==> config.mk <==
export PLATFORM = sky130hd
export DESIGN_NAME = triangle_contour_slicer_core
export DESIGN_NICKNAME = d
export VERILOG_FILES = /design/src/hw/rtl/tcs_pkg.sv /design/src/hw/rtl/tcs_ctrl.sv /design/src/hw/rtl/tcs_datapath.sv /design/src/hw/rtl/triangle_contour_slicer_core.sv
export SDC_FILE = /design/constraint.sdc
export NUM_CORES = 2
export LEC_CHECK = 0
export BUFFER_PORTS_ARGS = -buffer_cell sky130_fd_sc_hd__clkbuf_2
export CAP_MARGIN = 20
export CORE_AREA = 2 2 406 408
export CTS_BUF_LIST = sky130_fd_sc_hd__clkbuf_4
export DETAILED_ROUTE_END_ITERATION = 10
export DIE_AREA = 0 0 408 410
export GPL_ROUTABILITY_DRIVEN = 0
export PLACE_DENSITY = 0.62
export REMOVE_ABC_BUFFERS = 1
export SLEW_MARGIN = 15
export SYNTH_ARGS = -nofsm -noshare
export SYNTH_HDL_FRONTEND = slang
export SYNTH_SLANG_ARGS = --single-unit
==> constraint.sdc <==
create_clock -name clk -period 11.05 [get_ports clk]
set_clock_uncertainty 0.2 [all_clocks]
set_input_delay 0.5525 -clock clk [delete_from_list [all_inputs] [get_ports clk]]
set_output_delay 0.5525 -clock clk [all_outputs]
set_load 0.01 [all_outputs]
==> src/hw/rtl/tcs_pkg.sv <==
// tcs_pkg: types, codes and defaults shared by the triangle contour slicer.
// No dependencies; imported by every module of the block.
`timescale 1ns / 1ps
package tcs_pkg;

  localparam int DEF_MAX_LEVELS = 64;
  localparam int DEF_COORD_BITS = 32;
  localparam int MUL_STEPS = 33;
  localparam int DIV_STEPS = 66;

  localparam logic [1:0] KIND_NONE  = 2'd0;
  localparam logic [1:0] KIND_EDGE  = 2'd1;
  localparam logic [1:0] KIND_CROSS = 2'd2;

  localparam logic [1:0] EDGE_AB = 2'd0;
  localparam logic [1:0] EDGE_BC = 2'd1;
  localparam logic [1:0] EDGE_CA = 2'd2;

  localparam logic [1:0] CFG_LEVEL_START = 2'd0;
  localparam logic [1:0] CFG_LEVEL_END   = 2'd1;
  localparam logic [1:0] CFG_LEVEL_STEP  = 2'd2;

  localparam logic [1:0] OP_START_X = 2'd0;
  localparam logic [1:0] OP_START_Y = 2'd1;
  localparam logic [1:0] OP_END_X   = 2'd2;
  localparam logic [1:0] OP_END_Y   = 2'd3;

  typedef enum logic [2:0] {
    ST_IDLE, ST_CHECK, ST_SETUP, ST_MUL, ST_DINIT, ST_DIV, ST_WB, ST_OUT
  } tcs_state_t;

  typedef struct packed {
    logic signed [31:0] ax_in;
    logic signed [31:0] ay_in;
    logic signed [31:0] az_in;
    logic signed [31:0] bx_in;
    logic signed [31:0] by_in;
    logic signed [31:0] bz_in;
    logic signed [31:0] cx_in;
    logic signed [31:0] cy_in;
    logic signed [31:0] cz_in;
  } in_word_t;

  typedef struct packed {
    logic [1:0]         kind;
    logic signed [31:0] start_x;
    logic signed [31:0] start_y;
    logic signed [31:0] end_x;
    logic signed [31:0] end_y;
    logic signed [31:0] height;
    logic               last;
  } out_word_t;

  typedef struct packed {
    logic load;
    logic classify;
    logic setup;
    logic mul;
    logic div_init;
    logic div;
    logic wb;
    logic advance;
  } cmd_t;

  typedef struct packed {
    logic in_range;
    logic kind_cross;
    logic last;
    logic mul_done;
    logic div_done;
    logic op_last;
  } sts_t;

endpackage

==> src/hw/rtl/tcs_ctrl.sv <==
// tcs_ctrl: sequencer for the contour slicer, one level at a time.
// Depends on tcs_pkg; drives tcs_datapath through cmd_t and reads sts_t.
`timescale 1ns / 1ps
module tcs_ctrl (
  input  logic          clk,
  input  logic          rst_n,
  input  logic          in_valid,
  output logic          in_ready,
  output logic          out_valid,
  input  logic          out_ready,
  input  tcs_pkg::sts_t sts,
  output tcs_pkg::cmd_t cmd
);
  import tcs_pkg::*;

  tcs_state_t state_r, state_nxt;

  always_ff @(posedge clk) begin
    if (!rst_n) state_r <= ST_IDLE;
    else state_r <= state_nxt;
  end

  always_comb begin
    state_nxt = state_r;
    cmd       = '0;
    in_ready  = 1'b0;
    out_valid = 1'b0;
    case (state_r)
      ST_IDLE: begin
        in_ready = 1'b1;
        if (in_valid) begin
          cmd.load  = 1'b1;
          state_nxt = ST_CHECK;
        end
      end
      ST_CHECK: begin
        if (!sts.in_range) begin
          state_nxt = ST_IDLE;
        end else begin
          cmd.classify = 1'b1;
          state_nxt    = sts.kind_cross ? ST_SETUP : ST_OUT;
        end
      end
      ST_SETUP: begin
        cmd.setup = 1'b1;
        state_nxt = ST_MUL;
      end
      ST_MUL: begin
        cmd.mul = 1'b1;
        if (sts.mul_done) state_nxt = ST_DINIT;
      end
      ST_DINIT: begin
        cmd.div_init = 1'b1;
        state_nxt    = ST_DIV;
      end
      ST_DIV: begin
        cmd.div = 1'b1;
        if (sts.div_done) state_nxt = ST_WB;
      end
      ST_WB: begin
        cmd.wb    = 1'b1;
        state_nxt = sts.op_last ? ST_OUT : ST_SETUP;
      end
      ST_OUT: begin
        out_valid = 1'b1;
        if (out_ready) begin
          if (sts.last) begin
            state_nxt = ST_IDLE;
          end else begin
            cmd.advance = 1'b1;
            state_nxt   = ST_CHECK;
          end
        end
      end
      default: state_nxt = ST_IDLE;
    endcase
  end

endmodule

==> src/hw/rtl/tcs_datapath.sv <==
// tcs_datapath: vertex store, level walker, classifier and the shared
// serial multiplier / restoring divider. Depends on tcs_pkg.
`timescale 1ns / 1ps
module tcs_datapath #(
  parameter int MAX_LEVELS = tcs_pkg::DEF_MAX_LEVELS,
  parameter int COORD_BITS = tcs_pkg::DEF_COORD_BITS
) (
  input  logic              clk,
  input  logic              rst_n,
  input  logic              cfg_we,
  input  logic [1:0]        cfg_idx,
  input  logic [31:0]       cfg_wdata,
  input  tcs_pkg::in_word_t in_data,
  input  tcs_pkg::cmd_t     cmd,
  output tcs_pkg::sts_t     sts,
  output tcs_pkg::out_word_t out_data
);
  import tcs_pkg::*;

  localparam int LW = $clog2(MAX_LEVELS + 1);
  localparam int SH = (COORD_BITS >= 32) ? 0 : 32 - COORD_BITS;

  function automatic logic signed [31:0] wrap_c(input logic signed [31:0] v);
    logic signed [31:0] t;
    t = v <<< SH;
    return t >>> SH;
  endfunction

  function automatic logic [32:0] abs33(input logic signed [32:0] v);
    return v[32] ? 33'(-v) : 33'(v);
  endfunction

  logic signed [31:0] start_r, end_r;
  logic [30:0]        step_r;
  logic signed [31:0] vx_r [3];
  logic signed [31:0] vy_r [3];
  logic signed [31:0] vz_r [3];
  logic signed [31:0] z_r;
  logic signed [32:0] next_r;
  logic [LW-1:0]      lvl_r;
  logic [1:0]         e0_r, e1_r, op_r;
  out_word_t          out_r;
  logic [32:0]        ad_r, aden_r;
  logic               neg_r;
  logic signed [31:0] p_r;
  logic [65:0]        prod_r, dq_r;
  logic [32:0]        rem_r;
  logic [6:0]         cnt_r;

  always_ff @(posedge clk) begin
    if (!rst_n) begin
      start_r <= '0;
      end_r   <= '0;
      step_r  <= 31'd65536;
    end else if (cfg_we) begin
      case (cfg_idx)
        CFG_LEVEL_START: start_r <= cfg_wdata;
        CFG_LEVEL_END:   end_r   <= cfg_wdata;
        CFG_LEVEL_STEP:  step_r  <= cfg_wdata[30:0];
        default: ;
      endcase
    end
  end

  // classification of the current level
  logic signed [32:0] d1, d2, d3;
  logic z1, z2, z3, n1, n2, n3;
  logic le12, le23, le31, lt12, lt23, lt31;
  logic [1:0] kind_c, ce0, ce1;
  logic signed [31:0] es_x, es_y, ee_x, ee_y;
  logic signed [32:0] next_c;
  logic last_c;

  always_comb begin
    d1 = 33'(z_r) - 33'(vz_r[0]);
    d2 = 33'(z_r) - 33'(vz_r[1]);
    d3 = 33'(z_r) - 33'(vz_r[2]);
    z1 = d1 == '0; z2 = d2 == '0; z3 = d3 == '0;
    n1 = d1[32];   n2 = d2[32];   n3 = d3[32];
    le12 = z1 || z2 || (n1 != n2);
    le23 = z2 || z3 || (n2 != n3);
    le31 = z3 || z1 || (n3 != n1);
    lt12 = !z1 && !z2 && (n1 != n2);
    lt23 = !z2 && !z3 && (n2 != n3);
    lt31 = !z3 && !z1 && (n3 != n1);
    kind_c = KIND_NONE;
    ce0 = EDGE_AB;
    ce1 = EDGE_BC;
    es_x = '0; es_y = '0; ee_x = '0; ee_y = '0;
    if (z1 && z2 && z3) begin
      kind_c = KIND_NONE;
    end else if (z1 && z2) begin
      kind_c = KIND_EDGE;
      es_x = vx_r[0]; es_y = vy_r[0]; ee_x = vx_r[1]; ee_y = vy_r[1];
    end else if (z2 && z3) begin
      kind_c = KIND_EDGE;
      es_x = vx_r[1]; es_y = vy_r[1]; ee_x = vx_r[2]; ee_y = vy_r[2];
    end else if (z3 && z1) begin
      kind_c = KIND_EDGE;
      es_x = vx_r[2]; es_y = vy_r[2]; ee_x = vx_r[0]; ee_y = vy_r[0];
    end else if ((le12 && lt23) || (lt12 && le23)) begin
      kind_c = KIND_CROSS; ce0 = EDGE_AB; ce1 = EDGE_BC;
    end else if ((le23 && lt31) || (lt23 && le31)) begin
      kind_c = KIND_CROSS; ce0 = EDGE_BC; ce1 = EDGE_CA;
    end else if ((le12 && lt31) || (lt12 && le31)) begin
      kind_c = KIND_CROSS; ce0 = EDGE_AB; ce1 = EDGE_CA;
    end
    next_c = 33'(z_r) + 33'(step_r);
    last_c = (next_c > 33'(end_r)) || ((LW + 1)'(lvl_r) + 1'b1 >= (LW + 1)'(MAX_LEVELS));
  end

  // operand selection for one interpolation
  logic [1:0] e;
  logic signed [31:0] px, py, pz, qx, qy, qz, pc, qc;
  logic signed [32:0] dd, num, den;

  always_comb begin
    e = op_r[1] ? e1_r : e0_r;
    case (e)
      EDGE_AB: begin
        px = vx_r[0]; py = vy_r[0]; pz = vz_r[0];
        qx = vx_r[1]; qy = vy_r[1]; qz = vz_r[1];
      end
      EDGE_BC: begin
        px = vx_r[1]; py = vy_r[1]; pz = vz_r[1];
        qx = vx_r[2]; qy = vy_r[2]; qz = vz_r[2];
      end
      default: begin
        px = vx_r[2]; py = vy_r[2]; pz = vz_r[2];
        qx = vx_r[0]; qy = vy_r[0]; qz = vz_r[0];
      end
    endcase
    pc  = op_r[0] ? py : px;
    qc  = op_r[0] ? qy : qx;
    dd  = 33'(qc) - 33'(pc);
    num = 33'(z_r) - 33'(pz);
    den = 33'(qz) - 33'(pz);
  end

  logic [33:0] msum, dt;
  logic        dge;
  logic signed [31:0] res;

  always_comb begin
    msum = {1'b0, prod_r[65:33]} + (prod_r[0] ? {1'b0, ad_r} : 34'd0);
    dt   = {rem_r, dq_r[65]};
    dge  = dt >= {1'b0, aden_r};
    res  = neg_r ? p_r - signed'(dq_r[31:0]) : p_r + signed'(dq_r[31:0]);
  end

  always_ff @(posedge clk) begin
    if (cmd.load) begin
      vx_r[0] <= wrap_c(in_data.ax_in);
      vy_r[0] <= wrap_c(in_data.ay_in);
      vz_r[0] <= in_data.az_in;
      vx_r[1] <= wrap_c(in_data.bx_in);
      vy_r[1] <= wrap_c(in_data.by_in);
      vz_r[1] <= in_data.bz_in;
      vx_r[2] <= wrap_c(in_data.cx_in);
      vy_r[2] <= wrap_c(in_data.cy_in);
      vz_r[2] <= in_data.cz_in;
    end
    if (cmd.classify) begin
      e0_r   <= ce0;
      e1_r   <= ce1;
      op_r   <= OP_START_X;
      next_r <= next_c;
      out_r.kind    <= kind_c;
      out_r.height  <= z_r;
      out_r.last    <= last_c;
      out_r.start_x <= es_x; out_r.start_y <= es_y;
      out_r.end_x   <= ee_x; out_r.end_y   <= ee_y;
    end
    if (cmd.setup) begin
      ad_r   <= abs33(dd);
      aden_r <= abs33(den);
      neg_r  <= dd[32] ^ num[32] ^ den[32];
      p_r    <= pc;
      prod_r <= {33'd0, abs33(num)};
    end
    if (cmd.mul) prod_r <= {msum, prod_r[32:1]};
    if (cmd.div_init) begin
      dq_r  <= prod_r;
      rem_r <= '0;
    end
    if (cmd.div) begin
      rem_r <= dge ? 33'(dt - {1'b0, aden_r}) : dt[32:0];
      dq_r  <= {dq_r[64:0], dge};
    end
    if (cmd.wb) begin
      case (op_r)
        OP_START_X: out_r.start_x <= res;
        OP_START_Y: out_r.start_y <= res;
        OP_END_X:   out_r.end_x   <= res;
        OP_END_Y:   out_r.end_y   <= res;
        default: ;
      endcase
      op_r <= op_r + 2'd1;
    end
  end

  always_ff @(posedge clk) begin
    if (!rst_n) begin
      z_r   <= '0;
      lvl_r <= '0;
      cnt_r <= '0;
    end else begin
      if (cmd.load) begin
        z_r   <= start_r;
        lvl_r <= '0;
      end else if (cmd.advance) begin
        z_r   <= next_r[31:0];
        lvl_r <= lvl_r + 1'b1;
      end
      if (cmd.setup || cmd.div_init) cnt_r <= '0;
      else if (cmd.mul || cmd.div) cnt_r <= cnt_r + 7'd1;
    end
  end

  always_comb begin
    sts.in_range   = z_r <= end_r;
    sts.kind_cross = kind_c == KIND_CROSS;
    sts.last       = out_r.last;
    sts.mul_done   = cnt_r == 7'(MUL_STEPS - 1);
    sts.div_done   = cnt_r == 7'(DIV_STEPS - 1);
    sts.op_last    = op_r == OP_END_Y;
  end

  assign out_data = out_r;

endmodule

==> src/hw/rtl/triangle_contour_slicer_core.sv <==
// Triangle contour slicer: takes one triangle and emits one word per contour
// level from level_start to level_end (at most MAX_LEVELS), flagging the last.
// One triangle is handled at a time. A level with no crossing is classified and
// then waits for the output; a crossing level first runs four end-point
// interpolations, each through a 33-step serial multiplier and a 66-step
// restoring divider. A range that starts above level_end yields no word.
// Depends on tcs_pkg, tcs_ctrl and tcs_datapath.
`timescale 1ns / 1ps
module triangle_contour_slicer_core #(
  parameter int MAX_LEVELS = tcs_pkg::DEF_MAX_LEVELS,
  parameter int COORD_BITS = tcs_pkg::DEF_COORD_BITS
) (
  input  logic               clk,
  input  logic               rst_n,
  input  logic               cfg_we,
  input  logic [1:0]         cfg_idx,
  input  logic [31:0]        cfg_wdata,
  input  logic               in_valid,
  output logic               in_ready,
  input  tcs_pkg::in_word_t  in_data,
  output logic               out_valid,
  input  logic               out_ready,
  output tcs_pkg::out_word_t out_data
);
  import tcs_pkg::*;

  cmd_t cmd;
  sts_t sts;

  tcs_ctrl u_ctrl (
    .clk       (clk),
    .rst_n     (rst_n),
    .in_valid  (in_valid),
    .in_ready  (in_ready),
    .out_valid (out_valid),
    .out_ready (out_ready),
    .sts       (sts),
    .cmd       (cmd)
  );

  tcs_datapath #(
    .MAX_LEVELS (MAX_LEVELS),
    .COORD_BITS (COORD_BITS)
  ) u_dp (
    .clk       (clk),
    .rst_n     (rst_n),
    .cfg_we    (cfg_we),
    .cfg_idx   (cfg_idx),
    .cfg_wdata (cfg_wdata),
    .in_data   (in_data),
    .cmd       (cmd),
    .sts       (sts),
    .out_data  (out_data)
  );

endmodule

Yosys cells after proc, flatten, opt, wreduce, memory -nomap -nowiden
Memory sizes are Yosys's and may differ from the RTL's.
Cells that the tools add are included.
{"block": "word_totals", "ff_bits": 609, "ram_bits": 288, "inputBits": 327, "out_inout_bits": 165, "elab_cells": 209, "mem_count": 3}
{"name": "u_dp.vx_r", "words": 3, "width": 32, "rd": 3, "rd_ports_with_merged_regs": 0, "write_ports": 3, "line_no": "tcs_datapath.sv:35", "source": "logic signed [31:0] vx_r [3];"}
{"name": "u_dp.vy_r", "words": 3, "width": 32, "rd": 3, "rd_ports_with_merged_regs": 0, "write_ports": 3, "line_no": "tcs_datapath.sv:36", "source": "logic signed [31:0] vy_r [3];"}
{"name": "u_dp.vz_r", "words": 3, "width": 32, "rd": 3, "rd_ports_with_merged_regs": 0, "write_ports": 3, "line_no": "tcs_datapath.sv:37", "source": "logic signed [31:0] vz_r [3];"}
{"block": "op_classes", "addsub": 18, "n_lt_le_gt_ge": 4, "n_eq_ne": 23, "muxes": 82, "bitwise_logic": 3, "n_reduce_logical": 49}
{"cell": "32-bit two-way mux", "count": 27}
{"cell": "32-bit one-hot mux with 2 select lines", "count": 6}
{"cell": "66-bit two-way mux", "count": 4}
{"cell": "32-bit by 32-bit subtractor with 33-bit output", "count": 6}
{"cell": "33-bit two-way mux", "count": 5}
{"cell": "161-bit two-way mux", "count": 1}
{"cell": "128-bit two-way mux", "count": 1}
{"cell": "33-bit zero test", "count": 3}
{"cell": "33-bit negation", "count": 3}
{"cell": "33-bit by 34-bit adder with 34-bit output", "count": 1}
{"cell": "34-bit by 33-bit >= comparator with 1-bit output", "count": 1}
{"cell": "32-bit by 32-bit adder with 33-bit output", "count": 1}
{"cell": "33-bit by 32-bit > comparator with 1-bit output", "count": 1}
{"cell": "33-bit subtractor", "count": 1}
{"cell": "32-bit adder", "count": 1}
{"cell": "32-bit <= comparator", "count": 1}
{"cell": "32-bit subtractor", "count": 1}
{"cell": "2-bit two-way mux", "count": 12}
{"cell": "3-bit one-hot mux with 8 select lines", "count": 1}
{"cell": "3-bit two-way mux", "count": 7}
{"cell": "1-bit two-way mux", "count": 18}
{"cell": "1-bit logical AND", "count": 16}
{"cell": "7-bit by 1-bit adder with 7-bit output (second input constant)", "count": 2}
{"cell": "3-bit == test (second input constant)", "count": 4}
{"cell": "22 further kinds", "count": 55}

Logic depth before layout (Yosys ltp)
An unclocked memory read counts as a cell.
{"block": "depth", "word_depth": 19, "mapped_depth": 24, "mapped_depth_nobuf": 22}

Hierarchy
A second synthesis with hierarchy kept.
{"block": "hier_totals", "cells_unflattened": 6596, "area_unflattened_um2": 61006.0}
{"module": "tcs_datapath", "instances": 1, "cells_each": 6555, "area_each_um2": 60699.5, "seq_area_each_um2": 24123.1}
{"module": "tcs_ctrl", "instances": 1, "cells_each": 41, "area_each_um2": 306.5, "seq_area_each_um2": 60.1}

Worst setup path after synthesis
Ideal clock, no wire load.
{"block": "synth_timing", "kind": "register to register", "from": "register u_ctrl.state_r[1]", "to": "register u_dp.ad_r[0], enable pin", "setup_ns": 0.567, "arrival_ns": 7.983, "setup_slack_ns": 2.299, "path_stages_with_launch": 3, "cell_sequence": "dfxtp_1 -> nor2b_1 -> nor2b_1"}
{"block": "synth_between", "elab_chain_len": 2}
{"item": "start: declaration", "line_no": "tcs_ctrl.sv:16", "source": "tcs_state_t state_r, state_nxt;"}
{"item": "start signal: assignment", "line_no": "tcs_ctrl.sv:20", "source": "else state_r <= state_nxt;"}
{"item": "3-bit by 2-bit == test with 1-bit output", "line_no": "tcs_ctrl.sv:28", "source": "case (state_r)"}
{"item": "1-bit two-way mux", "line_no": "tcs_ctrl.sv:28"}
{"item": "end signal: assignment", "line_no": "tcs_datapath.sv:175", "source": "ad_r <= abs33(dd);"}
{"item": "end: declaration", "line_no": "tcs_datapath.sv:43", "source": "logic [32:0] ad_r, aden_r;"}
Every way passes these cells.
A chain may end at the register's enable or synchronous reset.

Final worst setup path
{"block": "layout_timing", "from": "register u_dp.op_r[1]", "to": "register u_dp.prod_r[31] (data pin)"}
{"block": "layout_between", "elab_chain_len": 8}
{"item": "start: declaration", "line_no": "tcs_datapath.sv:41", "source": "logic [1:0] e0_r, e1_r, op_r;"}
{"item": "start signal: assignment", "line_no": "tcs_datapath.sv:198", "source": "op_r <= op_r + 2'd1;"}
{"item": "2-bit two-way mux *", "line_no": "tcs_datapath.sv:118", "source": "e = op_r[1] ? e1_r : e0_r;"}
{"item": "2-bit by 1-bit == test with 1-bit output or 2-bit zero test (tied branches)", "line_no": "tcs_datapath.sv:119", "source": "case (e)"}
{"item": "32-bit one-hot mux with 2 select lines *", "line_no": "tcs_datapath.sv:119"}
{"item": "32-bit by 32-bit subtractor with 33-bit output *", "line_no": "tcs_datapath.sv:136", "source": "num = 33'(z_r) - 33'(pz);"}
{"item": "33-bit negation", "line_no": "tcs_datapath.sv:30", "source": "return v[32] ? 33'(-v) : 33'(v);"}
{"item": "33-bit two-way mux *", "line_no": "tcs_datapath.sv:30"}
{"item": "66-bit two-way mux *", "line_no": "tcs_datapath.sv:174", "source": "if (cmd.setup) begin"}
{"item": "66-bit two-way mux *", "line_no": "tcs_datapath.sv:181", "source": "if (cmd.mul) prod_r <= {msum, prod_r[32:1]};"}
{"item": "end signal: assignment", "line_no": "tcs_datapath.sv:179", "source": "prod_r <= {33'd0, abs33(num)};"}
{"item": "end signal: assignment", "line_no": "tcs_datapath.sv:181"}
{"item": "end: declaration", "line_no": "tcs_datapath.sv:46", "source": "logic [65:0] prod_r, dq_r;"}
Mark *: on every way between the ends. The rest lies on a longest branch, timed or not. The select of a mux whose other input is x is not followed.

==> reports/results.tsv <==
metric	value	unit
hold_violations	0	
grt_start_max_net_pins	105	
vias	55920	
cts_made_buffers	276	
root_buffer	clkbuf_4	
drcViolationCount	9	
r2r-start	u_dp.op_r[1]	
status	finished, violations left	
rsz0062_at_grt	no	
finalSetupTns	0	ns
asyncSetResetFlopFracSynth	0	%
synth_seq_cells	896	
grt_util_all_layers	24.26	%
final_core_util	44.69	%
routed_wl	211.3	mm
synth-seq-area-share	41.43	%
grt_antenna_before_repair	27	
slowest_delay	0.90	ns
failed_checks	DRC	
startpoint_type	flip-flop	
final_common_cell	dlygate4sd3_1	
crit_path_start	u_dp.op_r[1]	
worstMarginPinSlew	1.223	ns
internal-power	12.93	mW
power_per_cell_area	340.9	nW/um2
antenna_left	0	
finalSetupViolCount	0	
clock.fmax	136.7	MHz
total_power	24.91	mW
syn_inst	6135	
ys_top_cells_by_area	edfxtp_1 32%, dfxtp_1 9.3%, ha_1 8.5%	
required	11.76	ns
hpwl	147.9	mm
clk-insertion-delay-late	1.32	ns
hp-class	in -> reg	
die_area	167300	um2
die_h	410	um
fin_crit_sh	66.19	%
layout_common_cells	660 x dlygate4sd3_1, 624 x edfxtp_1, 513 x nor2_1, 504 x nand2_1, 491 x clkbuf_2	
syn_area_per_cell	9.515	um2
fillers	15440	
route.detailed.wl_per_inst	21.69	um
dr.pass1.iters	11	
synth_top_cell_by_area	edfxtp_1	
combPwrFrac	63.0	%
start_util	35.70	%
area_delta_synth_final	25.17	%
regArea	24180	um2
die_x	408	um
relSlewSlack	18.28	%
slew_viol_final	0	
drive_gt1_share	15.48	%
cts_resized	0	
critical-path-slowest-cell	a311oi_1	
multi_input_area	31920	um2
p_sw	11.97	mW
cts_tree	built	
hold_path_startpoint	rst_n	
p_leak	29.34	nW
cts_buffer_depth	4	
clockPowerShare	13.0	%
clock-sinks	896	
critPathKind	reg -> reg	
io_pins	492	
min_period	7.314	ns
path_max_fanout	62	
rows	149	
nets	8087	
cpMostUsedCell	nor4_1	
fin_cells	9740	
core_area	163500	um2
dpl.cell_count	8605	
vias_per_cell	5.741	
yosys_warnings	0	
synth.distinct_cells	102	
post_cts_buffers	0	
overflow	0	
endpoint_kind	flip-flop	
synth_top_area_share	32.10	%
seqPwrFrac	24.0	%
synth_flop_cell	edfxtp_1	
port_buffers	491	
synth_edf_count	624	
grt_first_pass_wirelength	316.1	mm
h-tree-depth	5	
arrival	8.02	ns
p_sw_share	48.07	%
crit_chain	nand2_1, nor2_1, a21o_4, buf_4, a22oi_1, a21boi_0, fa_1, nor2b_1, o31a_1, o21ai_0, a21oi_1, nor4_1, a311oi_1, nand4_1, nor4_1, nand3_1, nor4_1, a41oi_1, xnor2_1, a21oi_1	
cap_violations	0	
clk_pin_slew	0.06	ns
syn_area	58370	um2
grt_pass1_vias	53600	
peakVddDrop	0.3115	mV
first_iter_violations	6080	
## final timing paths
check / end / slack (ns) / cells after the start
min: u_dp.step_r[16] / 0.21 / 3
max: u_dp.prod_r[31] / 3.74 / 20
min reg2reg: u_dp.dq_r[47] / 0.25 / 1
max reg2reg: u_dp.prod_r[31] / 3.74 / 20
## through the flow
stage	setup WS [ns]	hold slack [ns]	area, um2
after detailed placement	3.988	0.2570	63090
final	3.736	0.2129	73070
after CTS	3.909	0.04422	72990
after floorplan	1.839	0.2367	57260
after global placement	4.056	0.2518	63080
after global routing	3.300	0.1848	73070
## state kept, by name, summed over array words and instances, names as in the netlist, 31 cells and up
register,cells
u_dp.ad_r,33
u_dp.next_r,32
u_dp.prod_r,66
u_dp.z_r,32
u_dp.dq_r,66
u_dp.start_r,32
u_dp.p_r,32
u_dp.vx_r,96
u_dp.end_r,32
u_dp.vy_r,96
u_dp.step_r,31
u_dp.out_data,163
u_dp.rem_r,33
u_dp.vz_r,96
u_dp.aden_r,33
## worst max-delay path, delay by kind of cell (launching register included)
| kind | cells | cell delay, ns |
|---|---|---|
| compound gates | 9 | 2.54 |
| simple gates | 8 | 2.29 |
| flops | 1 | 0.61 |
| buf+inv | 1 | 0.58 |
| fa+ha+maj | 1 | 0.45 |
| xor+xnor | 1 | 0.20 |
## layer usage
layer | wire, um | vias to the layer above | GRT usage (%)
met5 | 110 | - | 0
met1 | 85430 | 26470 | 30.68
met4 | 14500 | 18 | 15.61
met2 | 92610 | 2965 | 37.55
li1 | - | 25720 | -
met3 | 18590 | 757 | 5.123
## Yosys cell counts, drive strengths merged (104+ instances only)
cell    number
xnor2      218
and2       110
inv        344
ha         397
a22oi      179
o21ai      388
a21boi     119
edfxtp     624
nor2       521
a21o       132
clkbuf     212
a21oi      360
nor3       104
dfxtp      272
xor2       109
nand2      508
## kinds of logic after synthesis
group	share of synthesized area, %
flops	41.43
mux	2.662
compound gates	23.28
xor+xnor	4.906
simple gates	14.85
fa+ha+maj	8.750
buf+inv	4.122
## power groups by stage
stage	logic, mW	clock network, mW	registers, mW
detailed placement	15.1	0	6.00
global placement	14.9	0	5.99
CTS	15.4	3.30	5.94
global route	17.2	3.49	6.03
floorplan	11.1	0	5.85
finish	15.7	3.25	5.98
## layout make-up
type                            count  area share [%]
Timing Repair Buffer             1218           13.13
Clock inverter                     59          0.4212
Multi-Input combinational cell   4620           43.69
Inverter                          344           1.781
Sequential cell                   896           33.10
Antenna cell                       17         0.05822
Tap cell                         2189           3.748
Clock buffer                      397           4.079
## what timing repair did
action                                 in CTS  in global routing
setup endpoints to repair                   0                  0
hold buffers                              660                  0
endpoints found under the hold margin     424                  0
Note: power is estimated with default switching activity, not from simulation.
